[config.mk]
export PLATFORM = sky130hd
export DESIGN_NAME = i2c_eeprom_byte_master
export DESIGN_NICKNAME = d
export VERILOG_FILES = /design/src/sv/i2cebm_pkg.sv /design/src/sv/i2c_eeprom_byte_master.sv
export SDC_FILE = /design/constraint.sdc
export NUM_CORES = 1
export LEC_CHECK = 0
export CORE_AREA = 2 2 114 116
export DETAILED_ROUTE_END_ITERATION = 10
export DIE_AREA = 0 0 116 118
export DONT_BUFFER_PORTS = 1
export SETUP_SLACK_MARGIN = 0.3
export SYNTH_ARGS = -nofsm -noshare
export SYNTH_HDL_FRONTEND = slang
export SYNTH_SLANG_ARGS = --single-unit
[constraint.sdc]
create_clock -name i_clk -period 7.4 [get_ports i_clk]
set_input_delay 1.85 -clock i_clk [delete_from_list [all_inputs] [get_ports i_clk]]
set_output_delay 1.85 -clock i_clk [all_outputs]
set_load 0.1 [all_outputs]
[src/sv/i2cebm_pkg.sv]
`default_nettype none
// ----------------------------------------------------------------------------
// i2cebm_pkg
// Types and constants for the I2C EEPROM byte master.
// ----------------------------------------------------------------------------
package i2cebm_pkg;

    localparam int unsigned ADDR_W     = 17;
    localparam int unsigned BYTE_W     = 8;
    localparam int unsigned CFG_IDX_W  = 2;

    localparam logic [3:0] BITS_PER_BYTE = 4'd8;

    localparam logic [BYTE_W-1:0] RST_DEV_CODE  = 8'hA0;
    localparam logic [BYTE_W-1:0] RST_PAGE_BITS = 8'h02;
    localparam logic [BYTE_W-1:0] RST_POLL_LIM  = 8'd100;

    typedef enum logic [1:0] {
        OP_TICK  = 2'd0,
        OP_WRITE = 2'd1,
        OP_READ  = 2'd2,
        OP_RSVD  = 2'd3
    } t_opcode;

    typedef enum logic [CFG_IDX_W-1:0] {
        CFG_DEV_CODE  = 2'd0,
        CFG_PAGE_BITS = 2'd1,
        CFG_POLL_LIM  = 2'd2,
        CFG_NONE      = 2'd3
    } t_cfg_idx;

    typedef enum logic [15:0] {
        ST_IDLE    = 16'h0001,
        ST_START   = 16'h0002,
        ST_TXDEV   = 16'h0004,
        ST_ACK1    = 16'h0008,
        ST_TXHI    = 16'h0010,
        ST_ACK2    = 16'h0020,
        ST_TXLO    = 16'h0040,
        ST_ACK3    = 16'h0080,
        ST_TXDATA  = 16'h0100,
        ST_ACK4    = 16'h0200,
        ST_STOP    = 16'h0400,
        ST_RESTART = 16'h0800,
        ST_TXDEVR  = 16'h1000,
        ST_ACK5    = 16'h2000,
        ST_RX      = 16'h4000,
        ST_NOACK   = 16'h8000
    } t_stage;

    typedef enum logic [1:0] {
        SUB_0 = 2'd0,
        SUB_1 = 2'd1,
        SUB_2 = 2'd2,
        SUB_3 = 2'd3
    } t_sub;

endpackage
`default_nettype wire

[src/sv/i2c_eeprom_byte_master.sv]
`default_nettype none
// ----------------------------------------------------------------------------
// i2c_eeprom_byte_master
// I2C master for a single-byte write or a random read of a 17-bit EEPROM
// address, advanced by one bus phase per input beat.
// ----------------------------------------------------------------------------
//  channel   direction  handshake                    payload
//  in        sink       i_in_valid / o_in_stall      opcode, address, data, sda
//  out       source     o_out_valid / i_out_stall    scl, sda, wp, busy, done, rd
//  cfg       sink       i_cfg_valid / o_cfg_ready    index, data
//
//  one input beat per clock unless the output stalls, each giving one registered result beat
//  the phase sequencer and the output register set the rate; no other stage
//  an input beat is taken whenever the output register is empty or drains
//  reset is synchronous and returns the sequencer to idle with wp high
// ----------------------------------------------------------------------------
module i2c_eeprom_byte_master
    import i2cebm_pkg::*;
(
    input  wire logic                 i_clk,
    input  wire logic                 i_rst_n,

    input  wire logic                 i_in_valid,
    output logic                      o_in_stall,
    input  wire logic [1:0]           i_opcode,
    input  wire logic [ADDR_W-1:0]    i_mem_address,
    input  wire logic [BYTE_W-1:0]    i_write_data,
    input  wire logic                 i_sda_in,

    output logic                      o_out_valid,
    input  wire logic                 i_out_stall,
    output logic                      o_scl_level,
    output logic                      o_sda_release,
    output logic                      o_write_protect,
    output logic                      o_busy_res,
    output logic                      o_done_res,
    output logic [BYTE_W-1:0]         o_read_data,

    input  wire logic                 i_cfg_valid,
    output logic                      o_cfg_ready,
    input  wire logic [CFG_IDX_W-1:0] i_cfg_index,
    input  wire logic [BYTE_W-1:0]    i_cfg_data
);

    logic [BYTE_W-1:0] r_dev_code;
    logic [BYTE_W-1:0] r_page_bits;
    logic [BYTE_W-1:0] r_poll_lim;

    t_stage            r_stage, n_stage;
    logic [1:0]        r_sub, n_sub;
    logic [3:0]        r_bit, n_bit;
    logic [BYTE_W-1:0] r_shift, n_shift;
    logic [BYTE_W-1:0] r_ack, n_ack;
    logic [ADDR_W-1:0] r_addr, n_addr;
    logic [BYTE_W-1:0] r_data, n_data;
    logic              r_is_read, n_is_read;
    logic              r_wp, n_wp;

    logic              r_out_valid, n_out_valid;
    logic              r_scl, n_scl;
    logic              r_sdo, n_sdo;
    logic              r_wp_out, n_wp_out;
    logic              r_busy, n_busy;
    logic              r_done, n_done;
    logic [BYTE_W-1:0] r_rd, n_rd;

    logic              in_accept;
    logic              v_bad;
    logic              v_enter;
    t_stage            v_tgt;
    logic [BYTE_W-1:0] v_dev;

    function automatic t_stage next_stage(input t_stage s, input logic is_rd);
        t_stage nxt;
        case (s)
            ST_START:   nxt = ST_TXDEV;
            ST_TXDEV:   nxt = ST_ACK1;
            ST_ACK1:    nxt = ST_TXHI;
            ST_TXHI:    nxt = ST_ACK2;
            ST_ACK2:    nxt = ST_TXLO;
            ST_TXLO:    nxt = ST_ACK3;
            ST_ACK3:    nxt = is_rd ? ST_RESTART : ST_TXDATA;
            ST_TXDATA:  nxt = ST_ACK4;
            ST_ACK4:    nxt = ST_STOP;
            ST_RESTART: nxt = ST_TXDEVR;
            ST_TXDEVR:  nxt = ST_ACK5;
            ST_ACK5:    nxt = ST_RX;
            ST_RX:      nxt = ST_NOACK;
            ST_NOACK:   nxt = ST_STOP;
            default:    nxt = ST_IDLE;
        endcase
        return nxt;
    endfunction

    assign o_cfg_ready = 1'b1;
    assign o_in_stall  = r_out_valid & i_out_stall;
    assign in_accept   = i_in_valid & ~o_in_stall;

    assign o_out_valid     = r_out_valid;
    assign o_scl_level     = r_scl;
    assign o_sda_release   = r_sdo;
    assign o_write_protect = r_wp_out;
    assign o_busy_res      = r_busy;
    assign o_done_res      = r_done;
    assign o_read_data     = r_rd;

    always_comb begin
        n_stage   = r_stage;
        n_sub     = r_sub;
        n_bit     = r_bit;
        n_shift   = r_shift;
        n_ack     = r_ack;
        n_addr    = r_addr;
        n_data    = r_data;
        n_is_read = r_is_read;
        n_wp_out  = r_wp;
        v_bad     = 1'b0;
        v_enter   = 1'b0;
        v_tgt     = ST_IDLE;
        n_scl     = 1'b1;
        n_sdo     = 1'b1;
        n_busy    = 1'b1;
        n_done    = 1'b0;
        n_rd      = '0;

        // command pickup when idle
        if (r_stage == ST_IDLE) begin
            if (i_opcode == OP_WRITE || i_opcode == OP_READ) begin
                n_addr    = i_mem_address;
                n_data    = i_write_data;
                n_is_read = (i_opcode == OP_READ);
                if (i_opcode == OP_WRITE) begin
                    n_wp_out = 1'b0;
                end
                n_stage = ST_START;
                n_sub   = SUB_0;
                n_bit   = '0;
                n_ack   = '0;
            end else begin
                v_bad = 1'b1;
            end
        end

        if (!v_bad) begin
            case (n_stage)
                ST_START: begin
                    case (n_sub)
                        SUB_0: begin n_scl = 1'b1; n_sdo = 1'b1; n_sub = SUB_1; end
                        SUB_1: begin n_scl = 1'b1; n_sdo = 1'b0; n_sub = SUB_2; end
                        SUB_2: begin
                            n_scl = 1'b0; n_sdo = 1'b0;
                            v_enter = 1'b1; v_tgt = ST_TXDEV;
                        end
                        default: v_bad = 1'b1;
                    endcase
                end
                ST_RESTART: begin
                    case (n_sub)
                        SUB_0: begin n_scl = 1'b0; n_sdo = 1'b1; n_sub = SUB_1; end
                        SUB_1: begin n_scl = 1'b1; n_sdo = 1'b1; n_sub = SUB_2; end
                        SUB_2: begin n_scl = 1'b1; n_sdo = 1'b0; n_sub = SUB_3; end
                        default: begin
                            n_scl = 1'b0; n_sdo = 1'b0;
                            v_enter = 1'b1; v_tgt = ST_TXDEVR;
                        end
                    endcase
                end
                ST_TXDEV, ST_TXHI, ST_TXLO, ST_TXDATA, ST_TXDEVR: begin
                    case (n_sub)
                        SUB_0: begin n_scl = 1'b0; n_sdo = n_shift[7]; n_sub = SUB_1; end
                        SUB_1: begin
                            n_scl   = 1'b1;
                            n_sdo   = n_shift[7];
                            n_shift = {n_shift[BYTE_W-2:0], 1'b0};
                            n_bit   = n_bit + 4'd1;
                            if (n_bit >= BITS_PER_BYTE) begin
                                v_enter = 1'b1;
                                v_tgt   = next_stage(n_stage, n_is_read);
                            end else begin
                                n_sub = SUB_0;
                            end
                        end
                        default: v_bad = 1'b1;
                    endcase
                end
                ST_ACK1, ST_ACK2, ST_ACK3, ST_ACK4, ST_ACK5: begin
                    case (n_sub)
                        SUB_0: begin
                            n_scl = 1'b0; n_sdo = 1'b1; n_ack = '0; n_sub = SUB_1;
                        end
                        SUB_1: begin
                            n_scl = 1'b1; n_sdo = 1'b1;
                            if (!i_sda_in || n_ack >= r_poll_lim) begin
                                v_enter = 1'b1;
                                v_tgt   = next_stage(n_stage, n_is_read);
                            end else begin
                                n_ack = n_ack + 8'd1;
                            end
                        end
                        default: v_bad = 1'b1;
                    endcase
                end
                ST_RX: begin
                    case (n_sub)
                        SUB_0: begin n_scl = 1'b0; n_sdo = 1'b1; n_sub = SUB_1; end
                        SUB_1: begin
                            n_scl   = 1'b1;
                            n_sdo   = 1'b1;
                            n_shift = {n_shift[BYTE_W-2:0], i_sda_in};
                            n_bit   = n_bit + 4'd1;
                            if (n_bit >= BITS_PER_BYTE) begin
                                v_enter = 1'b1; v_tgt = ST_NOACK;
                            end else begin
                                n_sub = SUB_0;
                            end
                        end
                        default: v_bad = 1'b1;
                    endcase
                end
                ST_NOACK: begin
                    case (n_sub)
                        SUB_0: begin n_scl = 1'b0; n_sdo = 1'b1; n_sub = SUB_1; end
                        SUB_1: begin
                            n_scl = 1'b1; n_sdo = 1'b1;
                            v_enter = 1'b1; v_tgt = ST_STOP;
                        end
                        default: v_bad = 1'b1;
                    endcase
                end
                ST_STOP: begin
                    case (n_sub)
                        SUB_0: begin n_scl = 1'b0; n_sdo = 1'b0; n_sub = SUB_1; end
                        SUB_1: begin n_scl = 1'b1; n_sdo = 1'b0; n_sub = SUB_2; end
                        SUB_2: begin
                            n_scl  = 1'b1;
                            n_sdo  = 1'b1;
                            n_done = 1'b1;
                            if (n_is_read) begin
                                n_rd = n_shift;
                            end
                            n_stage = ST_IDLE;
                            n_sub   = SUB_0;
                        end
                        default: v_bad = 1'b1;
                    endcase
                end
                default: v_bad = 1'b1;
            endcase
        end

        // entry to a new stage, loading the byte to send
        v_dev = r_dev_code | (n_addr[ADDR_W-1] ? r_page_bits : '0);
        if (v_enter) begin
            n_stage = v_tgt;
            n_sub   = SUB_0;
            n_bit   = '0;
            n_ack   = '0;
            case (v_tgt)
                ST_TXDEV:  n_shift = v_dev;
                ST_TXHI:   n_shift = n_addr[15:8];
                ST_TXLO:   n_shift = n_addr[7:0];
                ST_TXDATA: n_shift = n_data;
                ST_TXDEVR: n_shift = v_dev + 8'd1;
                ST_RX:     n_shift = '0;
                default:   n_shift = n_shift;
            endcase
        end

        // idle beat or bad phase code
        if (v_bad) begin
            if (n_stage != ST_IDLE) begin
                n_stage  = ST_IDLE;
                n_sub    = SUB_0;
                n_wp_out = 1'b1;
            end
            n_scl  = 1'b1;
            n_sdo  = 1'b1;
            n_busy = 1'b0;
            n_done = 1'b0;
            n_rd   = '0;
        end

        n_wp = n_done ? 1'b1 : n_wp_out;
    end

    always_comb begin
        if (in_accept) begin
            n_out_valid = 1'b1;
        end else if (i_out_stall) begin
            n_out_valid = r_out_valid;
        end else begin
            n_out_valid = 1'b0;
        end
    end

    always_ff @(posedge i_clk) begin
        if (!i_rst_n) begin
            r_dev_code  <= RST_DEV_CODE;
            r_page_bits <= RST_PAGE_BITS;
            r_poll_lim  <= RST_POLL_LIM;
        end else if (i_cfg_valid && o_cfg_ready) begin
            case (i_cfg_index)
                CFG_DEV_CODE:  r_dev_code  <= i_cfg_data;
                CFG_PAGE_BITS: r_page_bits <= i_cfg_data;
                CFG_POLL_LIM:  r_poll_lim  <= i_cfg_data;
                default: ;
            endcase
        end
    end

    always_ff @(posedge i_clk) begin
        if (!i_rst_n) begin
            r_stage     <= ST_IDLE;
            r_sub       <= SUB_0;
            r_bit       <= '0;
            r_shift     <= '0;
            r_ack       <= '0;
            r_addr      <= '0;
            r_data      <= '0;
            r_is_read   <= 1'b0;
            r_wp        <= 1'b1;
            r_out_valid <= 1'b0;
        end else begin
            r_out_valid <= n_out_valid;
            if (in_accept) begin
                r_stage   <= n_stage;
                r_sub     <= n_sub;
                r_bit     <= n_bit;
                r_shift   <= n_shift;
                r_ack     <= n_ack;
                r_addr    <= n_addr;
                r_data    <= n_data;
                r_is_read <= n_is_read;
                r_wp      <= n_wp;
            end
        end
    end

    // result beat register
    always_ff @(posedge i_clk) begin
        if (in_accept) begin
            r_scl    <= n_scl;
            r_sdo    <= n_sdo;
            r_wp_out <= n_wp_out;
            r_busy   <= n_busy;
            r_done   <= n_done;
            r_rd     <= n_rd;
        end
    end

endmodule
`default_nettype wire

==> out/qor.yml, run 1 <==
netlist_top_cells_count: "sky130_fd_sc_hd__nand2_1, sky130_fd_sc_hd__dfxtp_1, sky130_fd_sc_hd__a21oi_1"
cts_hold_repair.buffers: 0
unrepaired_setup_endpoints_after_global_routing: "false"
tightestPinTransition_ns: 1.039
max_cap_viol_count: 0
port_buffers: 0
cts-root-buf: "sky130_fd_sc_hd__clkbuf_16"
gpl.final_weighted_congestion: 0.9662
async_reset_ff_share_pct: 0
layout_cell_share_with_drive_strength_beyond_1_pct: 5.673
fillCellCount: 1214
area_growth_from_synthesis_to_layout_pct: 6.663
ios: 59
p_leak_nw: 2.411
dieWidth_um: 116
ys_seq_elements: 103
cts_inserted_buffers: 9
antenna_found_initial: 0
grt_util_all_layers_pct: 26.38
worst_setup_start_kind: "primary input"
synth_sequential_area_ratio_pct: 35.92
fin_setup_tns_ns: 0
fp.dieH_um: 118
worst_skew_pair.late_latency_ns: 0.36
post_synth.cell_area_avg_um2: 7.845
synth_area_leaders: "sky130_fd_sc_hd__dfxtp_1, sky130_fd_sc_hd__nand2_1, sky130_fd_sc_hd__mux2i_1"
netlist_area_um2: 6103
avgViaCountPerCell: 6.173
postCtsSetupBuffers: 0
first_pass_iters: 7
worst_setup_path_end_kind: "flip-flop"
maxSlewHeadroom_pct: 28.98
final_critical_path_share_of_the_clock_period_pct: 83.76
yosys_warnings: 0
powerDensity_nw_per_um2: 201.5
htree_levels: 3
postSynthNetCount: 838
detail_route.iter0.violations: 530
clock_path_buffers: 2
first_global_vias: 5367
dr_total_vias: 5741
worst_slack_ns: 1.202
postSynth.topFlopCell: "sky130_fd_sc_hd__dfxtp_1"
rows: 41
synth_most_common_cell: "sky130_fd_sc_hd__nand2_1"
timing.final.max_slew_violations: 0
hold_violations: 0
core_um2: 12410
grt_overflow_total: 0
avgRoutedWirePerCell_um: 18.97
finalNonFillerCells: 930
netlist.area_leader.share_pct: 29.52
worst-path-max-fanout: 16
post_cts.resized_instances: 0
dpl-instance-area_um2: 6212
hold_start: "r_sub[1]$_SDFFE_PN0P_"
fin_skew_ns: 0.008108
detailed_place_hpwl_um: 13000
nets: 814
design_area_um2: 6510
place_inst: 915
setup_viol_count_final: 0
synth.lib_cells_used.distinct: 70
critPathRequiredTime_ns: 7.60
finalWirelength_um: 17640
ir_drop_worst_vdd_v: 0.0001832
remaining_drc_errors: 0
dieArea_um2: 13690
floorplan.initialDensity_pct: 49.16
worstReg2RegStart: "r_stage[10]$_SDFFE_PN0P_"
fin_hold_ws_ns: 0.4439
gate_count_of_the_mapped_netlist: 778
synth_edf_count: 13
cts.reportedPaths.clkPinSlew_ns: 0.07
insertedDiodeCount: 0
hold_class: "reg2reg"
grt_pass1_wl_um: 28610
synth_largest_area_cell: "sky130_fd_sc_hd__dfxtp_1"
worst_setup_path_startpoint: "i_opcode[0]"
grt_max_degree: 53
outcome: "finished, final reports clean"
detail-route-antenna-nets: 0
post-route-min-period_ns: 6.198
numClockSinks: 103
arrival_time_at_the_worst_endpoint_ns: 6.40
setup.worst_path.class: "in2reg"
max_clock_freq_mhz: 161.3
tritoncts: "built"
post-place-ws_ns: 0.9966
==> sequential cells by signal (all words and copies together), names as in the netlist, 8 cells and up <==
register,flops
o_read_data,8
r_ack,8
r_addr,17
r_data,8
r_dev_code,8
r_page_bits,8
r_poll_lim,8
r_shift,8
r_stage,16
==> per-layer routing <==
metal | global-route usage [%] | part of all wire [%] | vias to the layer above
met5 | 0 | 0 | -
met4 | 7.738 | 2.6 | 0
met3 | 6.540 | 8.0 | 38
met2 | 38.93 | 44 | 253
met1 | 37.94 | 46 | 2680
li1 | - | - | 2770
==> worst max-delay path: stages <==
cell and delay (ns):
sky130_fd_sc_hd__inv_1 0.02, sky130_fd_sc_hd__ha_1 0.35, sky130_fd_sc_hd__nor2b_1 0.38, sky130_fd_sc_hd__nand2_1 0.43
sky130_fd_sc_hd__nand2_1 0.25, sky130_fd_sc_hd__ha_1 0.25, sky130_fd_sc_hd__nand2b_1 0.14, sky130_fd_sc_hd__a2111oi_0 0.42
sky130_fd_sc_hd__nor3_1 0.15, sky130_fd_sc_hd__o311ai_1 0.32, sky130_fd_sc_hd__buf_4 0.22, sky130_fd_sc_hd__nand2_1 0.19
sky130_fd_sc_hd__nand2_1 0.31, sky130_fd_sc_hd__o22ai_1 0.10, sky130_fd_sc_hd__a2111oi_0 0.91, sky130_fd_sc_hd__nor2_1 0.10
==> area by class of cell <==
type / instances / area (um^2) / share of cell area (%)
tap: 172 / 215.2 / 3.306
timing repair buffer: 7 / 52.55 / 0.8072
sequential: 103 / 2192 / 33.67
multi-input combinational: 602 / 3636 / 55.85
inverter: 31 / 116.4 / 1.787
clock buffer: 11 / 242.7 / 3.729
clock inverter: 4 / 55.05 / 0.8457
==> report_power, final <==
group | internal (mW) | switching [mW] | total (mW) | leakage (nW)
clock | 0.272 | 0.211 | 0.482 | 0.142
combinational | 0.0630 | 0.130 | 0.193 | 1.42
sequential | 0.587 | 0.0489 | 0.636 | 0.854
total | 0.922 | 0.390 | 1.31 | 2.41
==> cell usage in the layout (no fill, tap or decap), drive strengths merged, types with 9 or more instances in the layout <==
master / instances
nand2: 128
dfxtp: 90
a21oi: 70
nor2: 67
mux2i: 42
o21ai: 32
inv: 31
nor3: 24
nand3: 20
nor4: 20
and2: 18
ha: 17
o22ai: 16
edfxtp: 13
a22oi: 11
clkbuf: 11
nand4: 10
and3: 9
==> cell families after synthesis <==
group / share of synthesized area, %
flip-flops: 35.92
buffers and inverters: 4.592
AND/OR/NAND/NOR: 27.96
XOR/XNOR: 1.578
AO/OA/AOI/OAI: 19.15
multiplexers: 7.257
other: 0.06144
adder cells (fa/ha/maj): 3.485
==> stage by stage <==
| stage | util [%] | power (mW) |
|---|---|---|
| 2_1_floorplan | - | 0.7924 |
| 3_3_place_gp | 50.04 | 0.8390 |
| 3_5_place_dp | 50.04 | 0.8396 |
| 4_1_cts | 52.44 | 1.318 |
| 5_1_grt | 52.44 | 1.368 |
| 6_report | 52.44 | 1.312 |
==> path summary, 6_finish.rpt <==
path | end | slack (ns) | cells past startpoint
worst min-delay path | r_sub[1]$_SDFFE_PN0P_ | 0.44 | 2
worst max-delay path | r_shift[5]$_SDFFE_PN0P_ | 1.20 | 16
worst min register to register | r_sub[1]$_SDFFE_PN0P_ | 0.44 | 2
worst max register to register | r_shift[5]$_SDFFE_PN0P_ | 1.91 | 15
No activity file was read; power rests on OpenSTA's default activity.
==> run 2, diff against run 1 <==
clock period = 5.9 ns   (was 7.4 ns; I/O delays follow)
==> run 2 against run 1 <==
Effect of this change:
- critical path depth is the same
- non-clock buffer count grew 6
- routed wire length grew 3.0%
- clock skew grew 0.0013 ns
- setup slack lost 0.20 ns
- utilization grew 0.51 points
- final area grew 0.98%
- combinational power grew 31%
- flip-flop and latch count is the same
- via count grew 0.35%
==> out/qor.yml, run 2 (synthesis results as in run 1) <==
outcome: "finished, final reports clean"
cts_hold_repair.buffers: 0
hold_class: "reg2reg"
dr_total_vias: 5761
grt_util_all_layers_pct: 27.05
area_growth_from_synthesis_to_layout_pct: 7.708
max_cap_viol_count: 0
floorplan.initialDensity_pct: 49.16
largest_register_ffs: 17
insertedDiodeCount: 0
postCtsSetupBuffers: 0
powerDensity_nw_per_um2: 255.9
clock_path_buffers: 2
arrival_time_at_the_worst_endpoint_ns: 5.12
setup_viol_count_final: 0
final_critical_path_share_of_the_clock_period_pct: 83.06
avgRoutedWirePerCell_um: 19.40
fin_setup_tns_ns: 0
cts.reportedPaths.clkPinSlew_ns: 0.08
core_um2: 12410
power.switching_mw: 0.5237
tritoncts: "built"
maxSlewHeadroom_pct: 34.47
fin_skew_ns: 0.009420
layout_cell_share_with_drive_strength_beyond_1_pct: 6.667
unrepaired_setup_endpoints_after_global_routing: "false"
worst-path-max-fanout: 15
detailed_place_hpwl_um: 13390
first_global_vias: 5446
grt_pass1_wl_um: 29310
port_buffers: 0
rows: 41
regToRegEndpoint: "r_shift[5]$_SDFFE_PN0P_"
critPathRequiredTime_ns: 6.12
tightestPinTransition_ns: 0.9805
hold_end: "r_data[7]$_SDFFE_PN0P_"
max_flop_register: "r_addr"
mostFrequentLayoutCell: "sky130_fd_sc_hd__nand2_1"
r2r.worst_path.cells: 15
design_area_um2: 6574
cts_inserted_buffers: 9
worst-r2r-setup-slack_ns: 1.20
grt_overflow_total: 0
hold_start: "r_data[7]$_SDFFE_PN0P_"
antenna_found_initial: 0
power.share.combinational_pct: 15.0
dpl-instance-area_um2: 6257
nets: 820
grt_max_degree: 68
avgViaCountPerCell: 6.148
htree_levels: 3
hold_violations: 0
timing.final.max_slew_violations: 0
pwr-share-clk_pct: 37.6
largestRegisters: "r_addr: 17 flops, r_stage: 16 flops"
finalWirelength_um: 18180
fraction_of_power_spent_switching_nets_pct: 31.14
worst_skew_pair.late_latency_ns: 0.36
dieArea_um2: 13690
detail_route.iter0.violations: 498
worstReg2RegStart: "r_stage[12]$_SDFFE_PN0P_"
worst_setup_start_kind: "primary input"
gpl.final_weighted_congestion: 0.9472
detail-route-antenna-nets: 0
fp.dieH_um: 118
dieWidth_um: 116
setup.worst_path.class: "in2reg"
min_delay_path_depth: 2
cts-root-buf: "sky130_fd_sc_hd__clkbuf_16"
p_leak_nw: 2.449
post_cts.resized_instances: 0
worst_setup_path_startpoint: "i_opcode[0]"
remaining_drc_errors: 0
most_frequent_cells_in_the_layout: "sky130_fd_sc_hd__nand2_1, sky130_fd_sc_hd__dfxtp_1, sky130_fd_sc_hd__a21oi_1"
numClockSinks: 103
worst_setup_path_end_kind: "flip-flop"
post-route-min-period_ns: 4.900
max_clock_freq_mhz: 204.1
ios: 59
first_pass_iters: 5
cellInternalPower_mw: 1.158
share_seq_of_total_power_pct: 47.4
ir_drop_worst_vdd_v: 0.0002076
## run 2: how the worst max path moves through the flow
stage,end,slack [ns],cells after the start
after global placement,r_shift[5]$_SDFFE_PN0P_,0.59,16
after detailed placement,r_shift[5]$_SDFFE_PN0P_,0.70,16
after CTS,r_shift[5]$_SDFFE_PN0P_,1.05,16
after global routing,r_shift[5]$_SDFFE_PN0P_,0.60,17
after floorplan,r_ack[7]$_SDFFE_PN0P_,0.47,17
final,r_shift[5]$_SDFFE_PN0P_,1.0,16
## run 2: worst max-delay path, stage by stage
cell                        delay (ns)
sky130_fd_sc_hd__inv_1            0.02
sky130_fd_sc_hd__ha_1             0.35
sky130_fd_sc_hd__nor2b_1          0.19
sky130_fd_sc_hd__nand2_1          0.13
sky130_fd_sc_hd__buf_4            0.23
sky130_fd_sc_hd__and2_1           0.19
sky130_fd_sc_hd__ha_1             0.20
sky130_fd_sc_hd__a2111oi_0        0.36
sky130_fd_sc_hd__nor3_1           0.14
sky130_fd_sc_hd__o311ai_1         0.31
sky130_fd_sc_hd__buf_4            0.22
sky130_fd_sc_hd__nand2_1          0.19
sky130_fd_sc_hd__nand2_1          0.28
sky130_fd_sc_hd__o22ai_1          0.13
sky130_fd_sc_hd__a2111oi_0        0.56
sky130_fd_sc_hd__nor2_1           0.11
## run 2: final cells by class
cell class / instances / area, um^2
flip-flops and latches: 103 / 2192
multi-input cells: 602 / 3636
repair buffers: 13 / 97.59
clock inverters: 7 / 91.34
fillers: 1229 / 5841
well taps: 172 / 215.2
clock buffers: 9 / 225.2
inverters: 31 / 116.4
## run 2: power groups by stage
stage | sequential, mW | combinational [mW] | clock, mW
floorplan | 0.806 | 0.188 | 0
global placement | 0.813 | 0.247 | 0
detailed placement | 0.814 | 0.246 | 0
CTS | 0.797 | 0.248 | 0.643
global route | 0.801 | 0.274 | 0.668
finish | 0.798 | 0.252 | 0.632
## run 2: layer usage
metal	vias to the layer above	share of wire (%)	GRT usage [%]	routed length (um)
met5	-	0	0	0
met4	0	2.3	9.821	410
met3	32	6.6	5.458	1193
met2	221	45	40.79	8253
met1	2723	46	38.10	8322
li1	2785	-	-	-
## run 2: metrics by stage
step | setup slack (ns) | util, % | hold slack (ns) | instances | power [mW]
6_report | 0.9996 | 52.95 | 0.4560 | 937 | 1.682
5_1_grt | 0.6044 | 52.95 | 0.4738 | 937 | 1.743
4_1_cts | 1.050 | 52.95 | 0.4563 | 937 | 1.688
3_5_place_dp | 0.6953 | 50.40 | 0.4458 | 921 | 1.060
3_3_place_gp | 0.5941 | 50.40 | 0.4410 | 921 | 1.060
2_1_floorplan | 0.4708 | - | 0.4273 | 778 | 0.9938
